===== src/rtl/core/suvm_pkg.sv =====
// ----------------------------------------------------------------------------
// suvm_pkg
// Shared types, constants and helpers for the spherical UV mapping pipeline.
// ----------------------------------------------------------------------------
package suvm_pkg;

   // Operands are normalized so the largest lies in [2^29, 2^30)
   localparam int NORM_W  = 30;
   // Squares and their sum for the radius
   localparam int SQ_W    = 2 * NORM_W;
   localparam int SUM_W   = SQ_W + 1;
   localparam int ROOT_W  = (SUM_W + 1) / 2;
   // CORDIC datapath and angle accumulator (signed)
   localparam int CORDIC_W = 34;
   localparam int ACC_W    = 34;
   // Turn values in Q0.32 plus one bit for a full turn
   localparam int TURN_W   = 33;
   localparam logic [TURN_W-1:0] QUARTER_TURN = 33'h0_4000_0000;
   localparam logic [TURN_W-1:0] THREE_QUARTER_TURN = 33'h0_C000_0000;
   localparam logic [TURN_W-1:0] FULL_TURN = 33'h1_0000_0000;
   // Arctangent table in Q0.32 turns
   localparam int ATAN_LEN = 24;
   localparam logic [31:0] ATAN_TURNS [ATAN_LEN] = '{
      32'h20000000, 32'h12E4051E, 32'h09FB385B, 32'h051111D4,
      32'h028B0D43, 32'h0145D7E1, 32'h00A2F61E, 32'h00517C55,
      32'h0028BE53, 32'h00145F2F, 32'h000A2F98, 32'h000517CC,
      32'h00028BE6, 32'h000145F3, 32'h0000A2FA, 32'h0000517D,
      32'h000028BE, 32'h0000145F, 32'h00000A30, 32'h00000518,
      32'h0000028C, 32'h00000146, 32'h000000A3, 32'h00000051
   };

   localparam int LEN_W = 7;

   // Per-vertex flags that travel with the item
   typedef struct packed {
      logic x0;
      logic y0;
      logic z0;
      logic nx;
      logic ny;
      logic nz;
   } suvm_flags_type;

   // Position of the highest set bit plus one, zero for zero
   function automatic logic [LEN_W-1:0] bit_len(input logic [63:0] v);
      logic [LEN_W-1:0] n;
      n = '0;
      for (int i = 0; i < 64; i++) begin
         if (v[i]) begin
            n = LEN_W'(i + 1);
         end
      end
      return n;
   endfunction

endpackage


===== src/rtl/core/suvm_isqrt.sv =====
// ----------------------------------------------------------------------------
// suvm_isqrt
// Pipelined floor square root, one result bit resolved per stage.
// ----------------------------------------------------------------------------
module suvm_isqrt
   import suvm_pkg::*;
#(
   parameter int IN_W = 61
) (
   input  logic                      clock,
   input  logic                      en,
   input  logic [IN_W-1:0]           radicand,
   output logic [(IN_W+1)/2-1:0]     root
);

   localparam int RW = (IN_W + 1) / 2;
   localparam int TW = 2 * RW + 1;

   logic [TW-1:0] rem_ff [RW];
   logic [RW-1:0] res_ff [RW];

   genvar j;
   for (j = 0; j < RW; j++) begin : g_bit
      localparam int BI = RW - 1 - j;
      logic [TW-1:0] rem_cur;
      logic [TW-1:0] trial;
      logic [TW-1:0] rem_in;
      logic [RW-1:0] res_cur;
      logic [RW-1:0] res_in;

      if (j == 0) begin : g_first
         assign rem_cur = TW'(radicand);
         assign res_cur = '0;
      end else begin : g_next
         assign rem_cur = rem_ff[j-1];
         assign res_cur = res_ff[j-1];
      end

      // (res + b)^2 - res^2 = res*2b + b^2, with b = 2^BI
      always_comb begin
         trial = (TW'(res_cur) << (BI + 1)) + (TW'(1) << (2 * BI));
         if (rem_cur >= trial) begin
            rem_in = rem_cur - trial;
            res_in = res_cur | (RW'(1) << BI);
         end else begin
            rem_in = rem_cur;
            res_in = res_cur;
         end
      end

      always_ff @(posedge clock) begin
         if (en) begin
            rem_ff[j] <= rem_in;
            res_ff[j] <= res_in;
         end
      end
   end

   assign root = res_ff[RW-1];

endmodule


===== config.mk =====
export PLATFORM = sky130hd
export DESIGN_NAME = suvm_isqrt
export DESIGN_NICKNAME = d
export VERILOG_FILES = /design/src/rtl/core/suvm_pkg.sv /design/src/rtl/core/suvm_isqrt.sv
export SDC_FILE = /design/constraint.sdc
export NUM_CORES = 2
export LEC_CHECK = 0
export BUFFER_PORTS_ARGS = -buffer_cell sky130_fd_sc_hd__buf_2
export CAP_MARGIN = 20
export CORE_AREA = 5 5 467 699
export CTS_CLUSTER_DIAMETER = 60
export DETAILED_ROUTE_END_ITERATION = 10
export DIE_AREA = 0 0 472 704
export PLACE_DENSITY = 0.55
export SYNTH_ARGS = -nofsm -noshare
export SYNTH_HDL_FRONTEND = slang
export SYNTH_SLANG_ARGS = --single-unit

===== constraint.sdc =====
create_clock -name clock -period 5 [get_ports clock]
set_clock_uncertainty 0.1 [all_clocks]
set_input_delay 0.75 -clock clock [delete_from_list [all_inputs] [get_ports clock]]
set_output_delay 0.75 -clock clock [all_outputs]
set_load 0.01 [all_outputs]

==> Word level (Yosys, flattened, before mapping) <==
Memories as Yosys holds them, arrays and structs flattened.
Cells that the tools add are included.
{ "word_totals": {"ff_bits": 0, "memories": 2, "latch_bits": 0, "ram_bits": 2914, "mem_bits_ro": 0} }
{ "classes": {"n_addsub": 61, "div": 0, "n_eq_ne": 0, "order_cmp": 31, "shifts": 0, "mul": 0, "reduce_logical": 0, "n_mux": 64, "bitwise": 0} }
{ "memory_table": {"columns": ["name", "depth", "word_bits", "rd", "rd_clocked_by_memory_dff", "write_ports", "line_no", "source"], "rows": [
  ["rem_ff", 31, 63, 30, 0, 31, "suvm_isqrt.sv:19", "logic [TW-1:0] rem_ff [RW];"],
  ["res_ff", 31, 31, 31, 0, 31, "suvm_isqrt.sv:20", "logic [RW-1:0] res_ff [RW];"]
]} }
{ "op_table": {"columns": ["operator", "count"], "rows": [
  ["$mux W63", 31],
  ["$ge A63 B33 Y1", 1],
  ["$ge A63 B34 Y1", 1],
  ["$ge A63 B35 Y1", 1],
  ["$ge A63 B36 Y1", 1],
  ["$ge A63 B37 Y1", 1],
  ["$ge A63 B38 Y1", 1],
  ["$ge A63 B39 Y1", 1],
  ["$ge A63 B40 Y1", 1],
  ["$ge A63 B41 Y1", 1],
  ["$ge A63 B42 Y1", 1],
  ["$ge A63 B43 Y1", 1],
  ["$ge A63 B44 Y1", 1],
  ["$ge A63 B45 Y1", 1],
  ["$ge A63 B46 Y1", 1],
  ["$ge A63 B47 Y1", 1],
  ["$ge A63 B48 Y1", 1],
  ["$ge A63 B49 Y1", 1],
  ["$ge A63 B50 Y1", 1],
  ["$ge A63 B51 Y1", 1],
  ["$ge A63 B52 Y1", 1],
  ["$ge A63 B53 Y1", 1],
  ["$ge A63 B54 Y1", 1],
  ["$ge A63 B55 Y1", 1],
  ["other kinds (100)", 102]
]} }

==> Depth between registers and ports, before layout <==
An unclocked memory read counts as a cell.
{ "depth": {"word_depth": 4, "ltp_mapped": 14, "mapped_depth_nobuf": 12} }

==> Worst setup path before layout <==
Ideal clock, no wire load.
{ "synth_path": {"path_kind": "register to register", "start": "memory rem_ff[1][584] in the netlist's numbering", "end": "memory rem_ff[1][687] in the netlist's numbering (data pin)", "stages_incl_launch_ff": 12, "arrival_time_ns": 3.160, "slack_ns": 1.469, "synth_period_minus_slack_ns": 3.531, "cell_sequence": "edfxtp_1 ha_1 nand3_1 a211oi_1 o31ai_1 a2111oi_0 o211a_1 nor2_1 or4_1 buf_2 nor4_1 xor2_1"} }
{ "synth_lines": {"columns": ["item", "line_no"], "rows": [
  ["start, declared", "suvm_isqrt.sv:19"]
]} }

==> impl_metrics.toml <==
[clock_tree]
cts_made_buffers = 243
cts_hold_buffers = 61
htree_num_levels = 4
cts_tree = "yes"
cts.sinks = 2385
clk_transition_reported_paths_ps = 60
cts-root-buf = "clkbuf_16"
post_cts_buffers = 0
insertion_delay_ps = 950
cts_resized = 0
clk_path_buf_depth = 4

[cells_and_area]
final_cells = 13950
drive_gt1_share_pct = 8.299
nFillCells = 29760
area_growth_pct = 13.47
finalNetCount = 10080
design_area_sq_mm = 0.1299

[floorplanning]
die-height_um = 704
die_area_sq_mm = 0.3323
ios = 94
start_util_pct = 35.87
num_rows = 254
coreArea_sq_mm = 0.3191
fp.dieW_um = 472

[sta]
period_share_pct = 90.57
relSlewSlack_pct = 29.71
hold_violations = 0
worstMarginPinSlew_ps = 1045
period_minus_slack_ps = 4528
layout_setup_ws_ps = 471.8
fmax_ghz = 0.2208
rsz0062_at_grt = "false"
timing.hold.ws_ps = 198.8
slew_viol_final = 0
setup_viol = 0

[route]
ant_nets = 0
drtIter0Drc = 4732
drc_errors = 0
viasPerCell = 5.262
vias = 73390
wl_per_cell_um = 23.57
wl_um = 328700
firstDrtPassIters = 5

[power_and_ir_drop]
peakVddDrop_mv = 0.3550
internal_power_mw = 40.93
p_comb_share_pct = 21.0
switching_share_pct = 30.17
power_density_mw_per_mm2 = 451.3
leakage_nw = 47.96
clock_power_share_pct = 31.9
p_seq_share_pct = 47.1
power.switching_mw = 17.69

[grt]
grt_pass1_wl_um = 481200
antenna_found_initial = 7
grt_max_degree = 173
grt_pass1_vias = 77340
grt_usage_pct = 19.28
grt.overflow.total = 0

[synth]
synth_top_cell_by_area = "edfxtp_1"
ys.flop_type = "edfxtp_1"
synth_area_leaders = "edfxtp_1 63%, ha_1 5.7%, xnor2_1 3.6%"
syn_avg_cell_area_sq_um = 12.53
synth_commonest_cells = "2385 x edfxtp_1, 658 x inv_1, 629 x nand2_1"
synth_edf_count = 2385
netlist_instances = 9132
synth_seq_cells = 2385
yosysMostFrequentCell = "edfxtp_1"
netlist_area_sq_mm = 0.1145
yosysWarnings = 0
async_reset_ff_share_pct = 0
yosysSeqAreaShare_pct = 62.57
synth_top_area_share_pct = 62.57
yosysUniqueCellTypes = 91

[critical_path]
end_kind = "register"
cp.arrival_ps = 5020
r2r_slack_ps = 470
critPathRequiredTime_ps = 5490
slowest_delay_ps = 600
critPathBufInv = 1
crit_chain = "or4_1 -> nor4_2 -> buf_4 -> nand4_1 -> o211a_1 -> or2_1 -> o31ai_1 -> nand4_1 -> nor4_1 -> xor2_1"
crit_slowest_cell = "or4_1"
crit_type = "reg -> reg"
path_max_fanout = 7
worst_setup_path_start_kind = "register"
crit_family = "simple AND/OR/NAND/NOR gates"
cpMostUsedCell = "nand4_1"

[place]
place.gp.congestion = 0.9770
dp_hpwl_um = 260100
dpl-instance-area_sq_mm = 0.1210
port_buffers = 93
dp_slack_ps = 441.2
dp.cells = 13410

[flow_run]
drv_cap = 0

[status]
status = "finished, final reports clean"

[worst_hold_path]
hold_path_class = "in -> reg"
[state kept, by name (all words and copies together) (netlist names)]
register,flops
rem_ff,1889
res_ff,496
[logic make-up after synthesis]
family	share of synthesized area, %
AND/OR/NAND/NOR	12.42
flip-flops	62.57
AO/OA/AOI/OAI	9.215
XOR/XNOR	6.465
buffers and inverters	2.785
adder cells (fa/ha/maj)	5.717
multiplexers	0.8253
other	0.003276
[power groups by stage]
stage / sequential, mW / combinational [mW] / clock, mW
final: 27.6 / 12.3 / 18.7
after global routing: 27.8 / 13.5 / 20.0
after CTS: 27.6 / 12.3 / 19.2
after detailed placement: 28.1 / 12.2 / 0
after global placement: 28.0 / 12.1 / 0
after floorplan: 26.7 / 8.52 / 0
[cells in the final DEF, fill, tap and decap left out, drive strengths merged, types with 26 or more instances in the layout]
cell	synthesis	final
nand3	151	151
edfxtp	2385	2385
nand2	629	629
or4	74	74
and3	61	61
xnor2	472	472
buf	24	244
nand3b	31	31
o211ai	39	39
o31ai	35	35
a21o	185	185
inv	659	677
clkinv	0	100
o21bai	42	42
ha	523	523
and2	26	26
xor2	373	373
mux2	75	75
nor3	244	244
a21oi	566	566
bufinv	0	34
dlygate4sd3	0	61
a211oi	46	46
clkinvlp	0	26
nand4	144	144
nor4b	45	45
nand2b	120	120
or2	45	45
o21ai	448	448
a31oi	49	49
o21a	81	81
nor2	579	579
or3	97	97
clkbuf	162	270
nor2b	70	70
nor4	312	312
[per-stage QoR]
stage          setup TNS, ps  total power [mW]  util [%]
6_report                   0             58.62     40.71
5_1_grt                    0             61.27     40.70
4_1_cts                    0             59.09     40.69
3_5_place_dp               0             40.25     37.93
3_3_place_gp          -48420             40.10     37.92
2_1_floorplan              0             35.23         -
[cell type report]
cell class	instances	area, sq um	share of cell area (%)
flip-flops and latches	2385	71620	55.14
multi-input cells	5903	39830	30.66
clock buffers	269	6221	4.790
well taps	4224	5285	4.069
inverters	659	2474	1.905
repair buffers	306	2452	1.888
clock inverters	178	1948	1.500
diodes	22	55.05	0.04239
[worst register-to-register path: cells and delay by family, from the launching register on]
kind | cells | cell delay [ps]
buf+inv | 1 | 280
simple gates | 6 | 2720
compound gates | 2 | 620
flops | 1 | 430
xor+xnor | 1 | 110
[path summary, 6_finish.rpt]
| check | startpoint | to | cells after the start |
|---|---|---|---|
| setup / recovery | rem_ff[1][674]$_DFFE_PP_ | rem_ff[1][745]$_DFFE_PP_ | 10 |
| hold / removal | en | rem_ff[0][874]$_DFFE_PP_ | 1 |
| setup reg to reg | rem_ff[1][674]$_DFFE_PP_ | rem_ff[1][745]$_DFFE_PP_ | 10 |
| hold reg to reg | res_ff[1][183]$_DFFE_PP_ | res_ff[1][214]$_DFFE_PP_ | 0 |
[per-layer routing]
layer	track usage [%]	vias to the layer above	wire, um	share of wire [%]
met1	14.34	35860	90400	28
li1	-	34920	-	-
met2	42.30	1718	200100	61
met5	0	-	0	0
met3	2.015	883	8313	2.5
met4	14.29	0	29910	9.1
(Power assumes the default switching activity.)
