<file path="src/rtl/core/suvm_pkg.sv">
// ----------------------------------------------------------------------------
// suvm_pkg
// Shared types, constants and helpers for the spherical UV mapping pipeline.
// ----------------------------------------------------------------------------
package suvm_pkg;

   // Operands are normalized so the largest lies in [2^29, 2^30)
   localparam int NORM_W  = 30;
   // Squares and their sum for the radius
   localparam int SQ_W    = 2 * NORM_W;
   localparam int SUM_W   = SQ_W + 1;
   localparam int ROOT_W  = (SUM_W + 1) / 2;
   // CORDIC datapath and angle accumulator (signed)
   localparam int CORDIC_W = 34;
   localparam int ACC_W    = 34;
   // Turn values in Q0.32 plus one bit for a full turn
   localparam int TURN_W   = 33;
   localparam logic [TURN_W-1:0] QUARTER_TURN = 33'h0_4000_0000;
   localparam logic [TURN_W-1:0] THREE_QUARTER_TURN = 33'h0_C000_0000;
   localparam logic [TURN_W-1:0] FULL_TURN = 33'h1_0000_0000;
   // Arctangent table in Q0.32 turns
   localparam int ATAN_LEN = 24;
   localparam logic [31:0] ATAN_TURNS [ATAN_LEN] = '{
      32'h20000000, 32'h12E4051E, 32'h09FB385B, 32'h051111D4,
      32'h028B0D43, 32'h0145D7E1, 32'h00A2F61E, 32'h00517C55,
      32'h0028BE53, 32'h00145F2F, 32'h000A2F98, 32'h000517CC,
      32'h00028BE6, 32'h000145F3, 32'h0000A2FA, 32'h0000517D,
      32'h000028BE, 32'h0000145F, 32'h00000A30, 32'h00000518,
      32'h0000028C, 32'h00000146, 32'h000000A3, 32'h00000051
   };

   localparam int LEN_W = 7;

   // Per-vertex flags that travel with the item
   typedef struct packed {
      logic x0;
      logic y0;
      logic z0;
      logic nx;
      logic ny;
      logic nz;
   } suvm_flags_type;

   // Position of the highest set bit plus one, zero for zero
   function automatic logic [LEN_W-1:0] bit_len(input logic [63:0] v);
      logic [LEN_W-1:0] n;
      n = '0;
      for (int i = 0; i < 64; i++) begin
         if (v[i]) begin
            n = LEN_W'(i + 1);
         end
      end
      return n;
   endfunction

endpackage

</file>
<file path="src/rtl/core/suvm_cordic.sv">
// ----------------------------------------------------------------------------
// suvm_cordic
// Pipelined CORDIC vectoring: atan(num/den) in Q0.32 turns, one stage per step.
// ----------------------------------------------------------------------------
module suvm_cordic
   import suvm_pkg::*;
#(
   parameter int ITERS = 16
) (
   input  logic                       clock,
   input  logic                       en,
   input  logic [NORM_W-1:0]          den,
   input  logic [NORM_W-1:0]          num,
   output logic signed [ACC_W-1:0]    angle
);

   localparam int NC = (ITERS < ATAN_LEN) ? ITERS : ATAN_LEN;

   logic signed [CORDIC_W-1:0] cx_ff  [NC];
   logic signed [CORDIC_W-1:0] cy_ff  [NC];
   logic signed [ACC_W-1:0]    acc_ff [NC];

   genvar k;
   for (k = 0; k < NC; k++) begin : g_iter
      logic signed [CORDIC_W-1:0] cx_cur, cy_cur, cx_in, cy_in, dx, dy;
      logic signed [ACC_W-1:0]    acc_cur, acc_in, step;

      if (k == 0) begin : g_first
         assign cx_cur  = $signed(CORDIC_W'(den));
         assign cy_cur  = $signed(CORDIC_W'(num));
         assign acc_cur = '0;
      end else begin : g_next
         assign cx_cur  = cx_ff[k-1];
         assign cy_cur  = cy_ff[k-1];
         assign acc_cur = acc_ff[k-1];
      end

      // rotate toward the x axis; shifts round toward minus infinity
      always_comb begin
         dx   = cy_cur >>> k;
         dy   = cx_cur >>> k;
         step = $signed(ACC_W'(ATAN_TURNS[k]));
         if (cy_cur >= 0) begin
            cx_in  = cx_cur + dx;
            cy_in  = cy_cur - dy;
            acc_in = acc_cur + step;
         end else begin
            cx_in  = cx_cur - dx;
            cy_in  = cy_cur + dy;
            acc_in = acc_cur - step;
         end
      end

      always_ff @(posedge clock) begin
         if (en) begin
            cx_ff[k]  <= cx_in;
            cy_ff[k]  <= cy_in;
            acc_ff[k] <= acc_in;
         end
      end
   end

   assign angle = acc_ff[NC-1];

endmodule

</file>
<file path="config.mk">
export PLATFORM = sky130hd
export DESIGN_NAME = suvm_cordic
export DESIGN_NICKNAME = d
export VERILOG_FILES = /design/src/rtl/core/suvm_pkg.sv /design/src/rtl/core/suvm_cordic.sv
export SDC_FILE = /design/constraint.sdc
export NUM_CORES = 2
export LEC_CHECK = 0
export BUFFER_PORTS_ARGS = -buffer_cell sky130_fd_sc_hd__buf_2
export CAP_MARGIN = 20
export CORE_MARGIN = 2
export CORE_UTILIZATION = 50
export DETAILED_ROUTE_END_ITERATION = 12
export PLACE_DENSITY = 0.68
export SETUP_SLACK_MARGIN = 0.02
export SKIP_LAST_GASP = 1
export SLEW_MARGIN = 5
export SYNTH_ARGS = -nofsm -noshare
export SYNTH_HDL_FRONTEND = slang
export SYNTH_SLANG_ARGS = --single-unit
</file>
<file path="constraint.sdc">
create_clock -name clock -period 5.5 [get_ports clock]
set_clock_uncertainty 0.05 [all_clocks]
set_input_delay 0.275 -clock clock [delete_from_list [all_inputs] [get_ports clock]]
set_output_delay 0.275 -clock clock [all_outputs]
set_load 0.01 [all_outputs]
</file>
== Word level (Yosys, flattened, before mapping) ==
Memories as Yosys holds them, arrays and structs flattened.
Index checks and enable logic that the tools add are counted.

* Flip-flop bits (word level): 0
* Latch bits: 0
* Bits in writable memories: 1632
* ROM bits: 0
* Input port bits: 62
* Output and inout bits: 34
* Memories: 3

* Add/sub/neg operators: 93
* Multiply operators: 0
* Div/mod/pow operators: 0
* Magnitude comparators: 16
* Equal/unequal tests: 0
* Shift-type cells: 0
* Muxes and demuxes: 50
* Bitwise operators: 0
* Reduce and logical (&&, ||, !) cells: 0

{| class="wikitable"
|+ Memories
! name !! words !! width !! rd ports !! clocked after Yosys merged registers in !! wr ports !! line !! source
|-
| acc_ff || 16 || 34 || 16 || 0 || 16 || suvm_cordic.sv:21 || <nowiki>logic signed [ACC_W-1:0] acc_ff [NC];</nowiki>
|-
| cx_ff || 16 || 34 || 15 || 0 || 16 || suvm_cordic.sv:19 || <nowiki>logic signed [CORDIC_W-1:0] cx_ff [NC];</nowiki>
|-
| cy_ff || 16 || 34 || 15 || 0 || 16 || suvm_cordic.sv:20 || <nowiki>logic signed [CORDIC_W-1:0] cy_ff [NC];</nowiki>
|}

{| class="wikitable"
|+ Operators with widths
! kind !! number
|-
| 34-bit two-way mux || 48
|-
| 34-bit by 1-bit >= comparator with 1-bit output, second input constant || 15
|-
| 34-bit by 19-bit adder with 34-bit output || 2
|-
| 34-bit by 20-bit adder with 34-bit output || 2
|-
| 34-bit by 21-bit adder with 34-bit output || 2
|-
| 34-bit by 22-bit adder with 34-bit output || 2
|-
| 34-bit by 23-bit adder with 34-bit output || 2
|-
| 34-bit by 24-bit adder with 34-bit output || 2
|-
| 34-bit by 25-bit adder with 34-bit output || 2
|-
| 34-bit by 26-bit adder with 34-bit output || 2
|-
| 34-bit by 27-bit adder with 34-bit output || 2
|-
| 34-bit by 28-bit adder with 34-bit output || 2
|-
| 34-bit by 29-bit adder with 34-bit output || 2
|-
| 34-bit by 30-bit adder with 34-bit output || 2
|-
| 34-bit by 31-bit adder with 34-bit output || 2
|-
| 34-bit by 32-bit adder with 34-bit output || 2
|-
| 34-bit by 33-bit adder with 34-bit output || 2
|-
| 34-bit by 19-bit subtractor with 34-bit output || 2
|-
| 34-bit by 20-bit subtractor with 34-bit output || 2
|-
| 34-bit by 21-bit subtractor with 34-bit output || 2
|-
| 34-bit by 22-bit subtractor with 34-bit output || 2
|-
| 34-bit by 23-bit subtractor with 34-bit output || 2
|-
| 34-bit by 24-bit subtractor with 34-bit output || 2
|-
| 34-bit by 25-bit subtractor with 34-bit output || 2
|-
| other kinds (42) || 52
|}

== Longest topological paths before layout ==
An unclocked memory read counts as a cell.

* Depth in word-level cells: 3
* Mapped depth: 24
* Depth with buffers taken out: 24

== Worst setup path after synthesis ==
No wires, ideal clock.

* Kind: register -> register
* Start point: memory cy_ff[2][6], in the netlist cy_ff[0][74]
* End point: memory cx_ff[3][33], in the netlist cx_ff[0][135], data pin
* Setup time: 261 ps
* Arrival: 4778 ps
* Data required time: 5189 ps
* Path slack: 411 ps
* Cell stages (with the launch flop): 19
* Cell sequence: edfxtp_1 > or4_4 > or4_4 > or3_4 > nand2b_4 > or4_4 > or4_4 > o21ai_2 > xnor2_1 > ha_1 > inv_1 > nor2_1 > and3_1 > a221o_1 > a21o_1 > a21o_1 > a21o_1 > a21oi_1 > xnor2_1

{| class="wikitable"
|+ RTL lines
! element !! line
|-
| start, declared || suvm_cordic.sv:20
|-
| end, declared || suvm_cordic.sv:19
|}

==> flow_metrics.tcl <==
set metrics [dict create \
    status "finished clean" \
    r2r_start "cy_ff[0][71]" \
    ys_types 95 \
    required_ps 6000 \
    crit_arrival_ps 5850 \
    row_count 179 \
    core_area_mm2 0.2374 \
    h-tree-depth 4 \
    synth-compound-area-share_pct 20.58 \
    fmax_mhz 187.0 \
    critPathKind "flip-flop to flip-flop" \
    syn_inst 12452 \
    top_layer "met4" \
    hp-class "input pin to flip-flop" \
    start_util_pct 50.18 \
    cts_num_sinks 1396 \
    reg2reg_slack_ps 150 \
    die_area_mm2 0.2422 \
    synth_xor_area_share_pct 13.37 \
    vias 95700 \
    r2r_end "cx_ff[0][135]" \
    slew_violations 0 \
    synthesis.area_mm2 0.1191 \
    synth-adder-area-share_pct 15.29 \
    crit_path_max_fanout 4 \
    grt_start_max_net_pins 166 \
    insertion_delay_ps 840 \
    synthArstFlopShare_pct 0 \
    drtIter0Drc 7635 \
    ant_nets 0 \
    hold_viol_final 0 \
    die_h_um 492.1 \
    synth_area_leader_cell "edfxtp_1" \
    io_pins 96 \
    syn-mean-instance-area_um2 9.566 \
    cap_violations 0 \
    cts_tree "done" \
    whs_path_depth 5 \
    endpoint_kind "flip-flop" \
    cts-root-buf "clkbuf_16" \
    hold_end "cy_ff[0][8]" \
    drive_gt1_share_pct 5.245 \
    area_growth_pct 10.02 \
    worst_r2r_path_depth 20 \
    layout_min_cycle_time_ps 5348 \
    die_w_um 492.1 \
    synth.top_cells.by_count "1,396 x edfxtp_1, 1,393 x ha_1, 1,174 x xnor2_1, 1,112 x a21oi_1, 848 x nor2_1" \
    yosysMostFrequentCell "edfxtp_1" \
    antenna_found_initial 3 \
    dp_hpwl_um 246100 \
    grt_pass1_wl_um 494800 \
    ys_seq_area_share_pct 35.19 \
    synth_mux_area_share_pct 0 \
    final_area_mm2 0.1311 \
    place_area_mm2 0.1244 \
    wire_per_inst_um 19.35 \
    yosysWarningCount 0 \
    min_from "den[7]" \
    worst_pin_slew_ps 1069 \
    firstDrtPassIters 6 \
    synth-seq-cells 1396 \
    avgViaCountPerCell 5.932 \
    synth-main-ff-cell "edfxtp_1" \
    port_buffers 94 \
    nets 14322 \
    grt_pass1_vias 92000 \
    synth_edf_count 1396 \
    drc 0 \
    ys_top_cells_by_area "edfxtp_1 35%, ha_1 15%, xnor2_1 8.6%" \
    cts_buffers 168 \
    setup_viol 0 \
    wl_met1_um 143300 \
    place.gp.congestion 0.9353 \
    met2_length_um 145300 \
    fin_util_pct 55.20 \
    wl_met3_um 15960 \
    cts_buffer_depth 3 \
    start_kind "flip-flop" \
    synth-simple-area-share_pct 13.06 \
    wirelength_um 312300 \
    synth_top_family_by_area "compound AO/OA/AOI/OAI gates" \
    relSlewSlack_pct 28.17 \
    fin_crit_sh_pct 97.24 \
    grt_use_total_pct 24.97 \
    grt_overflow 0 \
    synth_top_area_share_pct 35.19 \
    path_clk_slew_ps 60 \
    rsz0062_at_grt "true" \
]
## repair_timing
item / in CTS / in global routing
gates cloned: 0 / 0
setup endpoints to repair: 1 / 26
resized for setup: 1 / 29
setup buffers: 0 / 3
hold endpoints to repair: 126 / 0
hold buffers: 77 / 0
pin swaps: 0 / 5
## through the flow
step	setup WS, ps	cells	TNS, ps	hold WS, ps
final	151.6	16134	0	75.80
after global routing	-40.54	16133	-40.54	68.75
after CTS	32.70	16129	0	2.649
after detailed placement	57.97	15745	0	359.9
after global placement	-8.576	15745	-8.576	355.0
after floorplan	410.7	12533	0	337.5
## critical path, stage by stage (launching register included)
cell and delay (ps):
edfxtp_1 440, inv_2 90, nand2_1 70, or4_4 430
or4_4 470, or3_4 380, nand2b_4 160, or4_4 440
buf_4 150, or4_4 430, o21ai_2 140, xnor2_1 80
ha_1 340, buf_4 140, a21o_1 140, a221o_1 360
a21o_1 190, a21o_1 180, a21o_1 190, a21oi_2 140
xnor2_1 70
## logic make-up after synthesis
family	Yosys count
buffers and inverters	795
AND/OR/NAND/NOR	3158
flip-flops	1396
other	1
adder cells (fa/ha/maj)	1432
AO/OA/AOI/OAI	3852
XOR/XNOR	1818
## layout by cell type (no fill, tap or decap), drive strengths merged, types with 221 or more instances in the layout
cell type,synthesis,routed
inv,580,589
ha,1393,1393
o21ai,852,852
xor2,644,644
a21oi,1113,1113
o31ai,221,221
a21o,595,595
xnor2,1174,1174
edfxtp,1396,1396
nor2,848,848
nand2,767,767
buf,19,262
## worst max path at each step
stage                 start            end  depth (start not counted)
4_1_cts        cy_ff[0][71]  cx_ff[0][135]                         20
3_5_place_dp   cy_ff[0][71]  cx_ff[0][135]                         21
6_report       cy_ff[0][71]  cx_ff[0][135]                         20
5_1_grt        cy_ff[0][72]  cx_ff[0][135]                         20
3_3_place_gp   cy_ff[0][71]  cx_ff[0][135]                         21
2_1_floorplan  cy_ff[0][74]  cx_ff[0][135]                         18
## flip-flops by register name, summed over array words and instances, names as in the netlist
register and cells:
acc_ff 464, cy_ff 473, cx_ff 459
## metal layers
metal | GRT usage [%] | vias up
met2 | 41.69 | 2459
met1 | 34.33 | 45855
met4 | 6.328 | 0
li1 | - | 46958
met5 | 0 | -
met3 | 2.947 | 428
## layout make-up
type | instances | area (µm²)
Clock buffer | 202 | 4374
Clock inverter | 105 | 1297
Multi-Input combinational cell | 10342 | 74640
Fill cell | 20870 | 106400
Inverter | 581 | 2181
Timing Repair Buffer | 339 | 2668
Tap cell | 3167 | 3963
Sequential cell | 1396 | 41920
Antenna cell | 2 | 5.005
Power is left out: the tool's default activity adds up to more than one toggle a clock period on the data nets, which glitch-free logic cannot reach.
